## config.mk

```make
export PLATFORM = sky130hd
export DESIGN_NAME = iia_front
export DESIGN_NICKNAME = d
export VERILOG_FILES = /design/src/rtl/core/iia_pkg.sv /design/src/rtl/core/iia_front.sv
export SDC_FILE = /design/constraint.sdc
export NUM_CORES = 2
export LEC_CHECK = 0
export ABC_AREA = 1
export BUFFER_PORTS_ARGS = -buffer_cell sky130_fd_sc_hd__clkbuf_2
export CORE_ASPECT_RATIO = 0.5
export CORE_MARGIN = 3
export CORE_UTILIZATION = 30
export CTS_CLUSTER_DIAMETER = 120
export CTS_CLUSTER_SIZE = 24
export DETAILED_ROUTE_END_ITERATION = 16
export PLACE_DENSITY = 0.48
export SLEW_MARGIN = 20
export SYNTH_ARGS = -nofsm -noshare
export SYNTH_HDL_FRONTEND = slang
export SYNTH_SLANG_ARGS = --single-unit
```

## constraint.sdc

```tcl
create_clock -name clk -period 26.7 [get_ports clk]
set_input_delay 1.335 -clock clk [delete_from_list [all_inputs] [get_ports clk]]
set_output_delay 1.335 -clock clk [all_outputs]
set_load 0.02 [all_outputs]
```

## src/rtl/core/iia_pkg.sv

```systemverilog
`timescale 1ns / 1ps

package iia_pkg;

  // Operation codes carried by the mode field
  typedef enum logic [3:0] {
    MODE_ADD       = 4'd0,
    MODE_SUB       = 4'd1,
    MODE_MUL       = 4'd2,
    MODE_DIV       = 4'd3,
    MODE_INTERSECT = 4'd4,
    MODE_RESTRICT_L = 4'd5,
    MODE_RESTRICT_R = 4'd6,
    MODE_CONTAINS  = 4'd7,
    MODE_EQUAL     = 4'd8
  } mode_e;

  // What the back end still has to do with an item
  typedef enum logic [1:0] {
    KIND_SIMPLE,
    KIND_MUL,
    KIND_DIV
  } kind_t;

  typedef struct packed {
    kind_t kind;
    logic  flag;
  } ctrl_t;

  localparam int CTRL_W = $bits(ctrl_t);

endpackage

```

## src/rtl/core/iia_front.sv

```systemverilog
`timescale 1ns / 1ps

module iia_front #(
  parameter int WIDTH = 64
) (
  input  logic              clk,
  input  logic              rst_n,
  input  logic              in_valid,
  output logic              in_stall,
  input  logic [3:0]        in_mode,
  input  logic [63:0]       in_a_low,
  input  logic [63:0]       in_a_up,
  input  logic [63:0]       in_b_low,
  input  logic [63:0]       in_b_up,
  input  logic [63:0]       in_point,
  input  logic              q_full,
  output logic              q_push,
  output iia_pkg::ctrl_t    q_ctrl,
  output logic [WIDTH-1:0]  q_a,
  output logic [WIDTH-1:0]  q_b,
  output logic [WIDTH-1:0]  q_c,
  output logic [WIDTH-1:0]  q_d,
  output logic [WIDTH-1:0]  q_lo,
  output logic [WIDTH-1:0]  q_hi
);

  import iia_pkg::*;

  typedef struct packed {
    logic [WIDTH-1:0] lo;
    logic [WIDTH-1:0] hi;
  } ival_t;

  localparam logic [WIDTH-1:0] ONE  = WIDTH'(1);
  localparam logic [WIDTH-1:0] MINV = {1'b1, {(WIDTH-1){1'b0}}};
  localparam logic [WIDTH-1:0] MAXV = {1'b0, {(WIDTH-1){1'b1}}};

  function automatic ival_t mk(input logic [WIDTH-1:0] lo, input logic [WIDTH-1:0] hi);
    ival_t r;
    if ($signed(hi) < $signed(lo)) begin
      r.lo = ONE;
      r.hi = '0;
    end else begin
      r.lo = lo;
      r.hi = hi;
    end
    return r;
  endfunction

  function automatic logic [WIDTH-1:0] smin(input logic [WIDTH-1:0] x,
                                             input logic [WIDTH-1:0] y);
    return ($signed(y) < $signed(x)) ? y : x;
  endfunction

  function automatic logic [WIDTH-1:0] smax(input logic [WIDTH-1:0] x,
                                             input logic [WIDTH-1:0] y);
    return ($signed(x) < $signed(y)) ? y : x;
  endfunction

  logic [WIDTH-1:0] al, au, bl, bu, pt, a, b, c, d;
  logic             a_emp, b_emp, any_emp, a_zero, b_zero;
  mode_e            mode;
  ival_t            res_nxt;
  ctrl_t            ctrl_nxt;

  logic             f_valid_r;
  ctrl_t            f_ctrl_r;
  logic [WIDTH-1:0] f_a_r, f_b_r, f_c_r, f_d_r, f_lo_r, f_hi_r;
  logic             load;

  assign mode = mode_e'(in_mode);
  assign al   = in_a_low[WIDTH-1:0];
  assign au   = in_a_up[WIDTH-1:0];
  assign bl   = in_b_low[WIDTH-1:0];
  assign bu   = in_b_up[WIDTH-1:0];
  assign pt   = in_point[WIDTH-1:0];

  // inverted bounds stand for the empty interval
  assign a_emp   = $signed(au) < $signed(al);
  assign b_emp   = $signed(bu) < $signed(bl);
  assign a       = a_emp ? ONE : al;
  assign b       = a_emp ? '0  : au;
  assign c       = b_emp ? ONE : bl;
  assign d       = b_emp ? '0  : bu;
  assign any_emp = a_emp || b_emp;
  assign a_zero  = ($signed(a) <= 0) && !b[WIDTH-1];
  assign b_zero  = ($signed(c) <= 0) && !d[WIDTH-1];

  always_comb begin
    res_nxt.lo    = ONE;
    res_nxt.hi    = '0;
    ctrl_nxt.kind = KIND_SIMPLE;
    ctrl_nxt.flag = 1'b0;
    unique case (mode)
      MODE_ADD: if (!any_emp) res_nxt = mk(a + c, b + d);
      MODE_SUB: if (!any_emp) res_nxt = mk(a - d, b - c);
      MODE_MUL: if (!any_emp) ctrl_nxt.kind = KIND_MUL;
      MODE_DIV: begin
        if (!any_emp) begin
          if (a_zero || b_zero) begin
            res_nxt.lo = MINV;
            res_nxt.hi = MAXV;
          end else begin
            ctrl_nxt.kind = KIND_DIV;
          end
        end
      end
      MODE_INTERSECT:  res_nxt = mk(smax(a, c), smin(b, d));
      MODE_RESTRICT_L: res_nxt = mk(a, smin(b, d));
      MODE_RESTRICT_R: res_nxt = mk(smax(a, c), b);
      MODE_CONTAINS:   ctrl_nxt.flag = ($signed(a) <= $signed(pt)) &&
                                       ($signed(pt) <= $signed(b));
      MODE_EQUAL:      ctrl_nxt.flag = (a == c) && (b == d);
      default: ;
    endcase
  end

  // hold the classified item until the queue takes it
  assign in_stall = f_valid_r && q_full;
  assign load     = !in_stall;
  assign q_push   = f_valid_r && !q_full;

  always_ff @(posedge clk) begin
    if (!rst_n) begin
      f_valid_r <= 1'b0;
    end else if (load) begin
      f_valid_r <= in_valid;
    end
  end

  always_ff @(posedge clk) begin
    if (load && in_valid) begin
      f_ctrl_r <= ctrl_nxt;
      f_a_r    <= a;
      f_b_r    <= b;
      f_c_r    <= c;
      f_d_r    <= d;
      f_lo_r   <= res_nxt.lo;
      f_hi_r   <= res_nxt.hi;
    end
  end

  assign q_ctrl = f_ctrl_r;
  assign q_a    = f_a_r;
  assign q_b    = f_b_r;
  assign q_c    = f_c_r;
  assign q_d    = f_d_r;
  assign q_lo   = f_lo_r;
  assign q_hi   = f_hi_r;

endmodule

```

=== Word-level counts from Yosys, hierarchy flattened ===
Cells that the tools add are included.
W data, S select, Z words.

* Order comparisons: 13
* Equality and inequality tests: 10
* Reduce and logical (&&, ||, !) cells: 14
* Add/subtract/negate cells: 4
* Multiplexer cells: 21

{| class="wikitable"
|+ Operators by type and width
! operator !! count
|-
| $mux W128 || 9
|-
| $pmux W128 S6 || 1
|-
| $lt A64 B64 Y1 || 9
|-
| $mux W64 || 6
|-
| $add A64 B64 Y64 || 2
|-
| $eq A64 B64 Y1 || 2
|-
| $le A64 B1 Y1 const B || 2
|-
| $le A64 B64 Y1 || 2
|-
| $sub A64 B64 Y64 || 2
|-
| $eq A4 B3 Y1 const B || 4
|-
| $eq A4 B2 Y1 const B || 2
|-
| $logic_and A1 B1 Y1 || 7
|-
| $eq A4 B1 Y1 const B || 1
|-
| $eq A4 B4 Y1 const B || 1
|-
| $logic_not A1 Y1 || 4
|-
| $logic_not A4 Y1 || 1
|-
| $mux W2 || 2
|-
| $pmux W2 S2 || 1
|-
| $logic_or A1 B1 Y1 || 2
|-
| $pmux W1 S2 || 1
|-
| $mux W1 || 1
|}

* Bits of input ports: 328
* Output and inout port bits: 389
* Bits in registers: 388

=== Depth between registers and ports, before layout ===
* Depth after elaboration: 8
* Depth in mapped cells: 63
* Depth with buffers taken out: 60

=== Worst setup path after synthesis ===
Ideal clock, no wire load.

* Path type: input to register
* Start: input q_full
* End: register f_a_r[0] (netlist: q_a[0]) (enable)
* Arrival time: 17.540 ns
* Setup slack: 8.014 ns
* Required time: 25.554 ns
* Stages: 3
* Cell sequence: nand2_1 inv_1 nor2_1

* Word-level cells in the longest chain between the ends: 3

{| class="wikitable"
|+ Ends and longest elaborated chain
! item !! RTL line !! text
|-
| start: declaration || iia_front.sv:16 || <nowiki>input logic q_full,</nowiki>
|-
| $logic_and A1 B1 Y1 || iia_front.sv:119 || <nowiki>assign in_stall = f_valid_r && q_full;</nowiki>
|-
| via in_stall || iia_front.sv:9 || <nowiki>output logic in_stall,</nowiki>
|-
| $logic_not A1 Y1 || iia_front.sv:120 || <nowiki>assign load = !in_stall;</nowiki>
|-
| $logic_and A1 B1 Y1 || iia_front.sv:132 || <nowiki>if (load && in_valid) begin</nowiki>
|-
| end signal: assignment || iia_front.sv:134 || <nowiki>f_a_r <= a;</nowiki>
|-
| end: declaration || iia_front.sv:68 || <nowiki>logic [WIDTH-1:0] f_a_r, f_b_r, f_c_r, f_d_r, f_lo_r, f_hi_r;</nowiki>
|}

The timed path passes the listed nets, and every way through them passes these cells.
A chain may end at the register's enable or synchronous reset.

==> impl_metrics.tcl <==
set metrics [dict create \
    cts_tree "done" \
    fin_nets 9576 \
    vias 57400 \
    crit_arrival_ns 14.94 \
    drv_cap 0 \
    hp-class "register to register" \
    slew_headroom_pct 13.4 \
    ys_seq_area_share_pct 22.2 \
    yosys_warnings 0 \
    finalSetupTns_ns 0 \
    synth.avg_cell_area_sq_um 6.91 \
    final_cells 10600 \
    pwr-share-clk_pct 10.2 \
    r2r_slack_ns 22.72 \
    setup_ws_ns 12.31 \
    grt_max_degree 120 \
    synth_compound_area_share_pct 16.1 \
    dpl-instance-area_sq_um 59200 \
    synth_top_area_cell "ha_1" \
    switchingPower_mw 2.60 \
    layout-drive-gt1-share_pct 11.5 \
    syn_inst 7582 \
    synth_top_family_by_area "simple AND/OR/NAND/NOR gates" \
    antenna_found_initial 12 \
    grt.total_usage_pct 31.5 \
    grt-ovfl-total 0 \
    dp.cells 10600 \
    wl_um 296000 \
    crit_type "input pin to register" \
    max_freq_mhz 69.5 \
    cp-end-kind "register" \
    first_pass_iters 6 \
    ys_ff_latch 388 \
    wl_per_cell_um 27.9 \
    netlist_area_sq_um 52400 \
    yosysTopAreaCellShare_pct 22.5 \
    ant_nets 0 \
    grt_pass1_vias 52500 \
    dieWidth_um 597 \
    rows 107 \
    areaGrowthSynthToFinish_pct 14.3 \
    synth_edf_count 387 \
    die_y_um 302 \
    ir_drop_mv 0.0536 \
    clkTransAtPathRegs_ns 0.11 \
    path_common_cell "nand2_1" \
    rsz0062_at_grt "no" \
    synth_top_flop_cell "edfxtp_1" \
    syn_nets 8858 \
    fp.dieArea_sq_um 180000 \
    comb_power_share_pct 72.0 \
    stdcell_area_sq_um 59900 \
    core_sq_um 172000 \
    min_path_cells 2 \
    start_util_pct 30.5 \
    synth.mux.area_fraction_pct 0 \
    ctsHoldBuffers 0 \
    critPathSlowestCell "nor4_1" \
    slowest_delay_ns 0.74 \
    p_per_area_nw_per_um2 73.0 \
    final-hold-violation-count 0 \
    critPathLaunchType "input pin" \
    tightest_slew_ns 1.30 \
    clockRootBuffer "clkbuf_16" \
    post_cts_resized 0 \
    cp.required_ns 27.25 \
    reg2reg_depth 7 \
    drv_slew 0 \
    yosysUniqueCellTypes 60 \
    cts_made_buffers 23 \
    drtIter0Drc 7368 \
    period_needed_ns 14.39 \
    h-tree-depth 1 \
    clock_sinks 388 \
    worst_clock_skew_ns 0.0234 \
    swShare_pct 59.4 \
    power_frac_seq_pct 17.8 \
    p_leak_nw 31.3 \
    status "completed" \
    synth_area_leaders "ha_1, edfxtp_1, nand2_1, inv_1, a21oi_1" \
    dpl_worst_slack_ns 12.02 \
    ios 717 \
    fillerInstances 19100 \
    drc 0 \
    clockBufferDepth 3 \
    period_share_pct 53.9 \
    critPathMaxFanout 49 \
    async_reset_ff_share_pct 0 \
    synthAdderAreaFrac_pct 22.7 \
    drt-vias-per-instance 5.41 \
    numPortBuffers 716 \
    synthXorXnorAreaFrac_pct 4.15 \
    cell_internal_pwr_mw 1.77 \
    dp_hpwl_um 248000 \
    clock_latency_ns 0.68 \
    finalSetupViolations 0 \
    place_congestion 1.05 \
    yosys.area_share.simple_pct 23.1 \
    grt_pass1_wl_um 406000 \
    cts_setup_buffers 0 \
]
## stage by stage
step | utilization, % | power [mW] | hold WS (ns)
finish | 34.9 | 4.37 | 0.513
floorplan | - | 2.62 | 0.463
global placement | 34.4 | 3.83 | 0.493
CTS | 34.8 | 4.27 | 0.514
global route | 34.8 | 4.62 | 0.556
detailed placement | 34.4 | 3.81 | 0.498
## cells by family (layout without fill, tap and decap cells)
family                     count (synthesis)  in the layout
DFF                                      388            388
and+or+nand+nor                         2916           2916
xor gates and xnor gates                 248            248
other                                      0              8
adders and majority gates                948            948
buffers and inverters                   1569           2299
AOI/OAI and AO/OA                       1513           1513
## sequential cells by signal (all words and copies together), names as in the netlist
signal / flops
q_a: 64
q_hi: 64
q_d: 64
q_b: 64
q_lo: 64
q_c: 64
q_ctrl: 3
f_valid_r: 1
## cell usage in the layout (no fill, tap or decap), types with 38 or more instances in the layout
master / count
nand4_1: 208
ha_1: 944
a211oi_1: 40
o21ai_0: 348
clkbuf_2: 716
o22ai_1: 60
o21a_1: 38
a31oi_1: 66
xnor2_1: 64
nor3_1: 95
nand2_1: 1580
edfxtp_1: 387
nor2_1: 769
nand3_1: 155
inv_1: 1394
a21oi_1: 778
xor2_1: 184
buf_4: 133
nor4_1: 43
## layout make-up
| class | count | area [sq um] | share of cell area [%] |
|---|---|---|---|
| flip-flops and latches | 388 | 11600 | 19.4 |
| clock buffers | 28 | 594 | 0.992 |
| repair buffers | 850 | 4600 | 7.68 |
| multi-input cells | 5625 | 34800 | 58.0 |
| inverters | 1412 | 5310 | 8.86 |
| diodes | 8 | 20.0 | 0.0334 |
| well taps | 2289 | 2860 | 4.78 |
| clock inverters | 9 | 121 | 0.203 |
## metal layers
layer	wire [um]	GRT usage [%]	vias to the layer above	part of all wire (%)
li1	-	-	26700	-
met1	138000	46.8	27600	47
met2	122000	46.4	2787	41
met3	27900	5.42	298	9.4
met4	8770	8.06	10	3.0
met5	61	0	-	0.021
## critical path, delay by kind of cell
family                   cells  cell delay [ns]
AND/OR/NAND/NOR             29             9.00
AO/OA/AOI/OAI                1             0.59
adder cells (fa/ha/maj)      3             1.26
buffers and inverters        6             2.51
## synthesized netlist by cell type (4+ instances only)
library cell,instances
a221oi_1,7
o221ai_1,27
o21a_1,38
nand3_1,156
buf_1,7
buf_2,29
nor4_1,49
o21ai_0,349
nand4_1,208
a21o_1,20
o31ai_1,11
nor3_1,96
o22ai_1,60
a21oi_1,779
a21boi_1,5
o21ai_1,13
nand3b_1,5
fa_1,4
nor2_1,773
a31oi_1,66
nor4b_1,4
nand3_2,5
o211ai_1,23
o2111ai_1,10
a21boi_0,18
o21bai_1,25
a211oi_1,40
nand2_4,4
buf_4,17
xor2_1,184
nor2_2,4
and3_1,5
nand2_2,13
ha_1,944
inv_1,1396
inv_2,14
nand2_1,1584
edfxtp_1,387
buf_6,18
xnor2_1,64
clkbuf_1,86
## path summary, 6_finish.rpt
path                                    from        end
worst max-delay path            in_a_low[44]   q_hi[51]
worst min-delay path               f_valid_r  f_valid_r
worst max register to register     f_valid_r    q_b[49]
worst min register to register     f_valid_r  f_valid_r
## power by group through the flow
stage | clock network (mW) | logic (mW) | registers [mW]
global route | 0.473 | 3.37 | 0.783
finish | 0.445 | 3.15 | 0.778
floorplan | 0 | 1.74 | 0.876
detailed placement | 0 | 3.01 | 0.793
global placement | 0 | 3.04 | 0.794
CTS | 0.459 | 3.03 | 0.780
Power figures use the tool's default switching activity.
