## src/rtl/core/iia_fifo.sv

```systemverilog
`timescale 1ns / 1ps

module iia_fifo #(
  parameter int DW    = 8,
  parameter int DEPTH = 4
) (
  input  logic          clk,
  input  logic          rst_n,
  input  logic          push,
  input  logic [DW-1:0] wr_data,
  input  logic          pop,
  output logic [DW-1:0] rd_data,
  output logic          full,
  output logic          empty
);

  localparam int AW = $clog2(DEPTH);
  localparam int CW = $clog2(DEPTH + 1);

  logic [DW-1:0] mem_r [0:DEPTH-1];
  logic [AW-1:0] wr_ptr_r, rd_ptr_r;
  logic [CW-1:0] count_r;
  logic          do_push, do_pop;

  assign full    = (count_r == CW'(DEPTH));
  assign empty   = (count_r == '0);
  assign do_push = push && !full;
  assign do_pop  = pop && !empty;
  assign rd_data = mem_r[rd_ptr_r];

  function automatic logic [AW-1:0] bump(input logic [AW-1:0] p);
    return (p == AW'(DEPTH - 1)) ? '0 : p + 1'b1;
  endfunction

  always_ff @(posedge clk) begin
    if (!rst_n) begin
      wr_ptr_r <= '0;
      rd_ptr_r <= '0;
      count_r  <= '0;
    end else begin
      if (do_push) wr_ptr_r <= bump(wr_ptr_r);
      if (do_pop)  rd_ptr_r <= bump(rd_ptr_r);
      if (do_push && !do_pop)      count_r <= count_r + 1'b1;
      else if (do_pop && !do_push) count_r <= count_r - 1'b1;
    end
  end

  always_ff @(posedge clk) begin
    if (do_push) mem_r[wr_ptr_r] <= wr_data;
  end

endmodule

```

## config.mk

```make
export PLATFORM = sky130hd
export DESIGN_NAME = iia_fifo
export DESIGN_NICKNAME = d
export VERILOG_FILES = /design/src/rtl/core/iia_fifo.sv
export SDC_FILE = /design/constraint.sdc
export NUM_CORES = 1
export LEC_CHECK = 0
export ABC_AREA = 1
export BUFFER_PORTS_ARGS = -buffer_cell sky130_fd_sc_hd__buf_4
export CORE_MARGIN = 3
export CORE_UTILIZATION = 53
export CTS_BUF_LIST = sky130_fd_sc_hd__clkbuf_4 sky130_fd_sc_hd__clkbuf_8
export CTS_CLUSTER_DIAMETER = 40
export DETAILED_ROUTE_END_ITERATION = 8
export GPL_ROUTABILITY_DRIVEN = 0
export GPL_TIMING_DRIVEN = 0
export PLACE_DENSITY = 0.77
export SYNTH_ARGS = -nofsm -noshare
export SYNTH_HDL_FRONTEND = slang
export SYNTH_SLANG_ARGS = --single-unit
```

## constraint.sdc

```tcl
create_clock -name clk -period 1.7 [get_ports clk]
set_input_delay 0.085 -clock clk [delete_from_list [all_inputs] [get_ports clk]]
set_output_delay 0.085 -clock clk [all_outputs]
set_load 0.02 [all_outputs]
```

; ---- Yosys cells after proc, flatten, opt, wreduce, memory -nomap -nowiden
; Memory sizes are Yosys's and may differ from the RTL's. A register that Yosys moved wholly into a read port is not among the register bits.
; Cells that the tools add are included.
[classes]
addsub = 4
n_mul = 0
div_mod_pow = 0
order_cmp = 0
eq_ne = 3
n_shift = 0
mux = 8
bitwise_logic = 0
reduce_logical = 10
[ops]
columns = operator, n
row1 = two-way mux 2 bit, 4
row2 = two-way mux 3 bit, 2
row3 = "adder 2 x 1 -> 2 bit, second input constant", 2
row4 = "== test 2 bit, second input constant", 2
row5 = logical AND 1 bit, 4
row6 = logical NOT 1 bit, 4
row7 = "adder 3 x 1 -> 3 bit, second input constant", 1
row8 = "== test 3 bit, second input constant", 1
row9 = logical NOT 3 bit, 1
row10 = "subtractor 3 x 1 -> 3 bit, second input constant", 1
row11 = two-way mux 1 bit, 2
row12 = nonzero test 2 bit, 1
[word_totals]
reg_bits = 7
latchBits = 0
ram_bits = 32
romBits = 0
inputBits = 12
output_inout_bits = 10
memories = 1
[memory_table]
columns = name, depth, word_bits, rd, rd_clocked_by_memory_dff, write_ports, line
row1 = mem_r, 4, 8, 1, 1, 1, 20  ; logic [DW-1:0] mem_r [0:DEPTH-1];

; ---- Longest topological paths before layout
; Gate-level depths: netlist of the first run.
[logic_depth]
depth_word = 7
depth_mapped = 13
mapped_depth_nobuf = 13

; ---- Worst setup path after synthesis of the first run
; No wires, ideal clock.
[synth_timing]
kind = reg-to-reg
from = register count_r[1]
to = register count_r[1]
setup_time_ns = 0.116
t_arrival_ns = 1.574
required_ns = 1.584
setup_slack_ns = 0.010
path_stages_with_launch = 10
period_less_slack_ns = 1.690
path_cell_list = dfxtp_1 > nor2_1 > nand2_1 > nand2_2 > inv_1 > ha_1 > inv_1 > fa_1 > o21ai_0 > nor2_1
[synth_via]
elab_chain_len = 6
[synth_rtl]
columns = item, line
row1 = "start, declared", 22  ; logic [CW-1:0] count_r;
row2 = "start signal, assigned", 43  ; if (do_push && !do_pop) count_r <= count_r + 1'b1;
row3 = "start signal, assigned", 44  ; else if (do_pop && !do_push) count_r <= count_r - 1'b1;
row4 = == test 3 bit *, 25  ; assign full = (count_r == CW'(DEPTH));
row5 = logical NOT 1 bit *, 27  ; assign do_push = push && !full;
row6 = logical AND 1 bit *, 27
row7 = named net do_push, 23  ; logic do_push, do_pop;
row8 = logical NOT 1 bit, 44
row9 = logical AND 1 bit, 44
row10 = nonzero test 2 bit (no line), n/a
; Mark *: on every way through the listed nets, which the timed path passes. The rest lies on a longest branch. The select of a mux whose other input is x is not followed.
; A chain may end at the register's enable or synchronous reset.

; ---- Final worst setup path of the first run
[layout_timing]
from = register count_r[1]
to = register count_r[2]
[layout_via]
elab_chain_len = 6
[layout_rtl]
columns = item
row1 = "parallel branches: the longest is 6 deep, another holds subtractor 3 x 1 -> 3 bit"
; Parallel ways; which one is timed is not known. The select of a mux whose other input is x is not followed.

==> results of run 1 <==
-- sequential cells by signal, summed over array words and instances (netlist names), named ones only --
register and flops:
rd_ptr_r 2, wr_ptr_r 2, mem_r 32, count_r 3
-- layout make-up --
class / instances / area (µm²) / share of cell area [%]
sequential: 41 / 1150 / 52.51
multi-input combinational: 86 / 503.0 / 22.97
clock inverter: 3 / 65.06 / 2.971
tap: 42 / 52.55 / 2.400
clock buffer: 5 / 37.54 / 1.714
timing repair buffer: 35 / 285.3 / 13.03
buffer: 2 / 22.52 / 1.029
inverter: 19 / 73.82 / 3.371
-- per-layer routing --
| metal | wire length (µm) | up-vias | GRT usage [%] |
|---|---|---|---|
| met5 | 0 | - | 0 |
| met4 | 75 | 0 | 10.47 |
| met3 | 133 | 8 | 4.496 |
| met2 | 1967 | 23 | 35.69 |
| met1 | 1328 | 582 | 19.05 |
| li1 | - | 593 | - |
-- critical path, delay by kind of cell, from the launching register on --
kind	cells	cell delay, ns
flip-flops	1	0.37
AND/OR/NAND/NOR	7	0.67
buffers and inverters	2	0.08
adder cells (fa/ha/maj)	2	0.51
-- cell usage in the layout (no fill, tap or decap) --
| cell type | count |
|---|---|
| buf_6 | 2 |
| inv_4 | 1 |
| nor2_2 | 3 |
| o21ai_1 | 2 |
| clkbuf_4 | 5 |
| dfxtp_2 | 1 |
| nand2_2 | 2 |
| nand2_1 | 11 |
| ha_1 | 5 |
| dfxtp_1 | 6 |
| clkinv_2 | 1 |
| inv_1 | 15 |
| fa_1 | 1 |
| edfxtp_1 | 32 |
| nor2_1 | 29 |
| a21oi_1 | 2 |
| bufinv_16 | 2 |
| dfxtp_4 | 2 |
| o21ai_0 | 13 |
| nand2_4 | 2 |
| o22ai_1 | 8 |
| buf_4 | 26 |
| nand3b_1 | 1 |
| o21ai_2 | 3 |
| ha_4 | 1 |
| inv_2 | 3 |
| dlygate4sd3_1 | 9 |
| nand4_1 | 1 |
| nand3_1 | 1 |
| nor2_4 | 1 |
-- where the power goes --
group | leakage [µW] | switching [µW] | total [µW] | internal (µW)
registers | 0.000369 | 123 | 1390 | 1260
logic | 0.000462 | 800 | 1370 | 571
clock network | 0.0000552 | 316 | 772 | 455
total | 0.000886 | 1240 | 3530 | 2290
-- worst max path at each step --
| stage | start | endpoint | slack, ns | cells past startpoint |
|---|---|---|---|---|
| final | count_r[1]$_SDFFE_PN0P_ | count_r[2]$_SDFFE_PN0P_ | 0.03 | 11 |
| after global routing | count_r[1]$_SDFFE_PN0P_ | count_r[2]$_SDFFE_PN0P_ | -0.08 | 12 |
| after CTS | count_r[0]$_SDFFE_PN0P_ | count_r[2]$_SDFFE_PN0P_ | 0.004 | 13 |
| after detailed placement | count_r[1]$_SDFFE_PN0P_ | count_r[1]$_SDFFE_PN0P_ | -0.18 | 9 |
| after global placement | count_r[1]$_SDFFE_PN0P_ | count_r[1]$_SDFFE_PN0P_ | -0.11 | 9 |
| after floorplan | count_r[1]$_SDFFE_PN0P_ | count_r[1]$_SDFFE_PN0P_ | 0.01 | 9 |
-- through the flow --
| stage | utilization [%] | cells | instance area [µm²] | hold slack (ns) |
|---|---|---|---|---|
| CTS | 73.81 | 231 | 2141 | 0.0006273 |
| detailed placement | 65.62 | 211 | 1903 | 0.2866 |
| global placement | 65.62 | 211 | 1903 | 0.2840 |
| global route | 75.50 | 233 | 2190 | 0.05704 |
| floorplan | - | 148 | 1693 | 0.1839 |
| finish | 75.50 | 233 | 2190 | 0.02497 |
-- cell families after synthesis --
logic type	Yosys count	share of synthesized area, %
compound gates	28	9.535
buf+inv	21	5.543
simple gates	51	11.90
fa+ha+maj	7	5.617
flops	41	67.41
-- repair_timing --
item | CTS | global route
setup endpoints to repair | 34 | 29
buffers inserted | 3 | 2
hold buffers | 9 | 0
pin swaps | 3 | 2
endpoints found under the hold margin | 41 | 0
gates resized for setup | 9 | 13
==> impl_metrics.env, run 1 <==
export IMPL_critical_path_required_ns=2.00
export IMPL_startpoint_type="register"
export IMPL_cp_common_cell="nand2_1"
export IMPL_slew_headroom_pct=48.40
export IMPL_firstDrtPassIters=4
export IMPL_antenna_found_initial=0
export IMPL_min_to="wr_ptr_r[1]$_SDFFE_PN0P_"
export IMPL_synth_enable_flop_cells=32
export IMPL_drt_initial_drc_count=76
export IMPL_dieWidth_um=62.52
export IMPL_async_reset_ff_share_pct=0
export IMPL_fillers=201
export IMPL_htree_levels=2
export IMPL_total_power_uw=3527
export IMPL_timing_rr_start="count_r[1]$_SDFFE_PN0P_"
export IMPL_grt_pass1_wl_um=5609
export IMPL_tns_ns=0
export IMPL_finalSetupViolCount=0
export IMPL_post_drt_wl_per_cell_um=15.04
export IMPL_yosys_top_cells_count="33 x nor2_1, 32 x edfxtp_1, 18 x inv_1, 14 x nand2_1, 14 x o21ai_0"
export IMPL_syn2layout_area_growth_pct=29.34
export IMPL_post_synth_top_count_cell="nor2_1"
export IMPL_max_freq_ghz=0.5974
export IMPL_synth_cell_types=18
export IMPL_cts_sinks=41
export IMPL_ys_seq_elements=41
export IMPL_hold_viol_final=0
export IMPL_finClkSkew_ns=0.01331
export IMPL_dp_worst_setup_slack_ns=-0.1816
export IMPL_grt_usage_pct=19.02
export IMPL_grt_max_degree=14
export IMPL_cts_made_buffers=5
export IMPL_yosys_area_top_type_share_pct=56.76
export IMPL_grt_overflow=0
export IMPL_slowest_delay_ns=0.38
export IMPL_clk_pin_slew_ns=0.12
export IMPL_fp_dieArea_mm2=0.003908
export IMPL_antenna_cells=0
export IMPL_syn_area_mm2=0.001693
export IMPL_hp_class="in2reg"
export IMPL_port_buffers=21
export IMPL_path_max_fanout=2
export IMPL_path_cells="nor2_4 > nand2_2 > nand2_4 > ha_4 > inv_2 > fa_1 > nand2_1 > nand3_1 > nand2_1 > inv_1 > nor2_1"
export IMPL_power_density_mw_per_mm2=1611
export IMPL_io_pins=22
export IMPL_setup_ws_ns=0.02596
export IMPL_synth_top_area_cell="edfxtp_1"
export IMPL_nNetsFinal=209
export IMPL_slew_viol_final=0
export IMPL_synth_area_top_cells="edfxtp_1 57%, dfxtp_1 11%, nor2_1 7.3%"
export IMPL_syn_area_per_cell_um2=11.44
export IMPL_core_mm2=0.002900
export IMPL_reg2regPathDepth=11
export IMPL_routed_wl_um=3505
export IMPL_status="finished clean"
export IMPL_grt_pass1_vias=1251
export IMPL_synth_top_flop_cell="edfxtp_1"
export IMPL_ctsRootBufferMaster="clkbuf_4"
export IMPL_seq_area_frac_synth_pct=67.41
export IMPL_r2r_slack_ns=0.03
export IMPL_worstHoldStart="push"
export IMPL_worst_pin_slew_ns=0.7712
export IMPL_vias=1206
export IMPL_clock_path_buffers=2
export IMPL_yosys_warnings=0
export IMPL_cp_end_kind="register"
export IMPL_grt_setup_unrepaired="yes"
export IMPL_initial_core_util_pct=58.37
export IMPL_dp_hpwl_um=2134
export IMPL_period_needed_ns=1.674
export IMPL_leakagePower_uw=0.0008861
export IMPL_rows=19
export IMPL_r2r_end="count_r[2]$_SDFFE_PN0P_"
export IMPL_viasPerCell=5.176
export IMPL_syn_num_nets=167
export IMPL_worst_setup_path_type="reg2reg"
export IMPL_drc_errors=0
export IMPL_synthCells=148
export IMPL_drive_gt1_share_pct=28.80
export IMPL_die_h_um=62.52
export IMPL_vdd_ir_drop_max_v=0.001068
export IMPL_cp_data_arrival_time_ns=1.97
export IMPL_maxCapViolCount=0
export IMPL_slowest_stage="fa_1"
export IMPL_cts_tree="done"
export IMPL_clkLatencyLatePin_ns=0.35
export IMPL_drtAntennaViolNets=0
export IMPL_holdPathStages=3
export IMPL_fin_crit_sh_pct=98.47
No activity file was read; power rests on OpenSTA's default activity.
==> inputs of run 2 (changes only) <==
- CORE_UTILIZATION: 53 -> 50
- PLACE_DENSITY: 0.77 -> 0.73
==> run 2 against run 1 <==
The flow now finishes with violations (negative setup slack). Non-clock buffer count rose by 1. Highest routed layer unchanged. Routed wire length hardly changed. Critical path type unchanged. Critical path depth fell by 2. Via count decreased by 1.1%.
==> impl_metrics.env, run 2 (same netlist as run 1, synthesis figures left out) <==
export IMPL_critical_path_required_ns=1.94
export IMPL_leakagePower_uw=0.0008695
export IMPL_power_density_mw_per_mm2=1520
export IMPL_holdPathStages=3
export IMPL_syn2layout_area_growth_pct=28.16
export IMPL_slew_headroom_pct=66.22
export IMPL_place_inst=213
export IMPL_cp_data_arrival_time_ns=1.96
export IMPL_period_needed_ns=1.720
export IMPL_worst_pin_slew_ns=0.5062
export IMPL_viasPerCell=5.055
export IMPL_antenna_cells=0
export IMPL_firstDrtPassIters=4
export IMPL_path_max_fanout=5
export IMPL_port_buffers=21
export IMPL_grt_pass1_vias=1191
export IMPL_dieWidth_um=64.19
export IMPL_crit_buf_inv=2
export IMPL_hp_class="in2reg"
export IMPL_slowest_stage="fa_2"
export IMPL_p_sw_share_pct=38.60
export IMPL_maxCapViolCount=0
export IMPL_top_register="mem_r"
export IMPL_worstHoldStart="push"
export IMPL_htree_levels=2
export IMPL_total_power_uw=3298
export IMPL_drt_initial_drc_count=44
export IMPL_routed_wl_um=3507
export IMPL_setup_ws_ns=-0.02021
export IMPL_clk_pin_slew_ns=0.12
export IMPL_fin_cells=236
export IMPL_die_h_um=64.19
export IMPL_p_clk_share_pct=13.9
export IMPL_nNetsFinal=210
export IMPL_finClkSkew_ns=0.006180
export IMPL_pwr_share_comb_pct=43.8
export IMPL_drc_errors=0
export IMPL_cts_sinks=41
export IMPL_cp_end_kind="register"
export IMPL_post_drt_wl_per_cell_um=14.86
export IMPL_critical_path_top_delay_family="adder cells"
export IMPL_clkLatencyLatePin_ns=0.34
export IMPL_largestRegisters="mem_r (32), count_r (3)"
export IMPL_vdd_ir_drop_max_v=0.0007598
export IMPL_slew_viol_final=0
export IMPL_timing_rr_start="count_r[0]$_SDFFE_PN0P_"
export IMPL_drive_gt1_share_pct=33.33
export IMPL_ctsRootBufferMaster="clkbuf_4"
export IMPL_grt_setup_unrepaired="yes"
export IMPL_grt_max_degree=14
export IMPL_finalSetupViolCount=1
export IMPL_clock_path_buffers=2
export IMPL_fp_dieArea_mm2=0.004120
export IMPL_min_to="wr_ptr_r[1]$_SDFFE_PN0P_"
export IMPL_core_mm2=0.003153
export IMPL_reg2regPathDepth=9
export IMPL_startpoint_type="register"
export IMPL_failed_checks="negative setup slack"
export IMPL_r2r_slack_ns=-0.02
export IMPL_intPower_uw=2025
export IMPL_dp_hpwl_um=2110
export IMPL_drtAntennaViolNets=0
export IMPL_initial_core_util_pct=53.69
export IMPL_critPathLaunch="count_r[0]$_SDFFE_PN0P_"
export IMPL_antenna_found_initial=0
export IMPL_seqPwrFrac_pct=42.2
export IMPL_grt_overflow=0
export IMPL_final_common_cell="edfxtp_1"
export IMPL_layout_common_cells="32 x edfxtp_1, 28 x nor2_1, 27 x buf_4, 14 x inv_1, 13 x o21ai_0"
export IMPL_hold_viol_final=0
export IMPL_grt_usage_pct=17.96
export IMPL_hold_slack_ns=0.02448
export IMPL_p_switching_uw=1273
export IMPL_cts_made_buffers=5
export IMPL_slowest_delay_ns=0.43
export IMPL_grt_pass1_wl_um=5444
export IMPL_worst_setup_path_type="reg2reg"
export IMPL_tns_ns=-0.02021
export IMPL_max_freq_ghz=0.5813
export IMPL_fin_crit_sh_pct=101.2
export IMPL_largest_reg_flops=32
export IMPL_rows=20
export IMPL_vias=1193
export IMPL_path_cells="nor2_4 > nand2_2 > nand2_4 > inv_2 > ha_4 > inv_2 > fa_2 > o21ai_2 > nor2_1"
export IMPL_cts_tree="done"
export IMPL_r2r_end="count_r[1]$_SDFFE_PN0P_"
export IMPL_cp_common_cell="inv_2"
export IMPL_status="finished, violations left"
export IMPL_io_pins=22
-- run 2: cell types whose count changed in the layout (fill, tap and decap cells not counted), sizes merged --
cell | before | now
buf | 28 | 29
bufinv | 2 | 0
clkinvlp | 0 | 1
clkinv | 1 | 2
-- run 2: final cells by class --
cell class / count / area (µm²)
sequential: 41 / 1151
fill: 249 / 983.4
multi-input combinational: 86 / 521.8
timing repair buffer: 36 / 292.8
inverter: 19 / 71.32
tap: 44 / 55.05
clock buffer: 5 / 37.54
buffer: 2 / 22.52
clock inverter: 3 / 17.52
-- run 2: stage by stage --
stage / util (%) / instance area, µm² / setup WS, ns
floorplan: - / 1693 / 0.009895
global placement: 60.44 / 1906 / -0.1157
detailed placement: 60.44 / 1906 / -0.1486
CTS: 66.47 / 2096 / 0.002064
global route: 68.81 / 2170 / -0.06475
finish: 68.81 / 2170 / -0.02021
-- run 2: tightest hold or removal path, stage by stage --
cell and delay, ns:
buf_4 0.11, a21oi_1 0.06, nor2_1 0.09
-- run 2: metal layers --
| metal | GRT usage [%] | vias to the layer above | part of all wire, % |
|---|---|---|---|
| li1 | - | 592 | - |
| met5 | 0 | - | 0 |
| met2 | 31.87 | 23 | 55 |
| met4 | 5.541 | 0 | 2.0 |
| met1 | 20.67 | 571 | 38 |
| met3 | 5.448 | 7 | 4.4 |
-- run 2: what timing repair did --
| item | CTS | global route |
|---|---|---|
| pin swaps | 5 | 5 |
| endpoints found under the setup margin | 34 | 26 |
| buffers inserted | 4 | 2 |
| endpoints found under the hold margin | 35 | 0 |
| resized for setup | 9 | 20 |
| hold buffers | 9 | 0 |
-- run 2: how the worst max path moves through the flow --
stage | end | slack, ns | depth (start not counted)
6_report | count_r[1]$_SDFFE_PN0P_ | -0.02 | 9
5_1_grt | count_r[2]$_SDFFE_PN0P_ | -0.06 | 12
4_1_cts | count_r[2]$_SDFFE_PN0P_ | 0.002 | 13
3_5_place_dp | count_r[1]$_SDFFE_PN0P_ | -0.15 | 9
3_3_place_gp | count_r[1]$_SDFFE_PN0P_ | -0.12 | 9
2_1_floorplan | count_r[1]$_SDFFE_PN0P_ | 0.01 | 9
-- run 2: power by group through the flow --
stage	Sequential (µW)	Clock [µW]	Combinational, µW
finish	1390	459	1450
global route	1410	515	1590
CTS	1370	469	1250
detailed placement	1380	0	1160
global placement	1370	0	1110
floorplan	1350	0	769
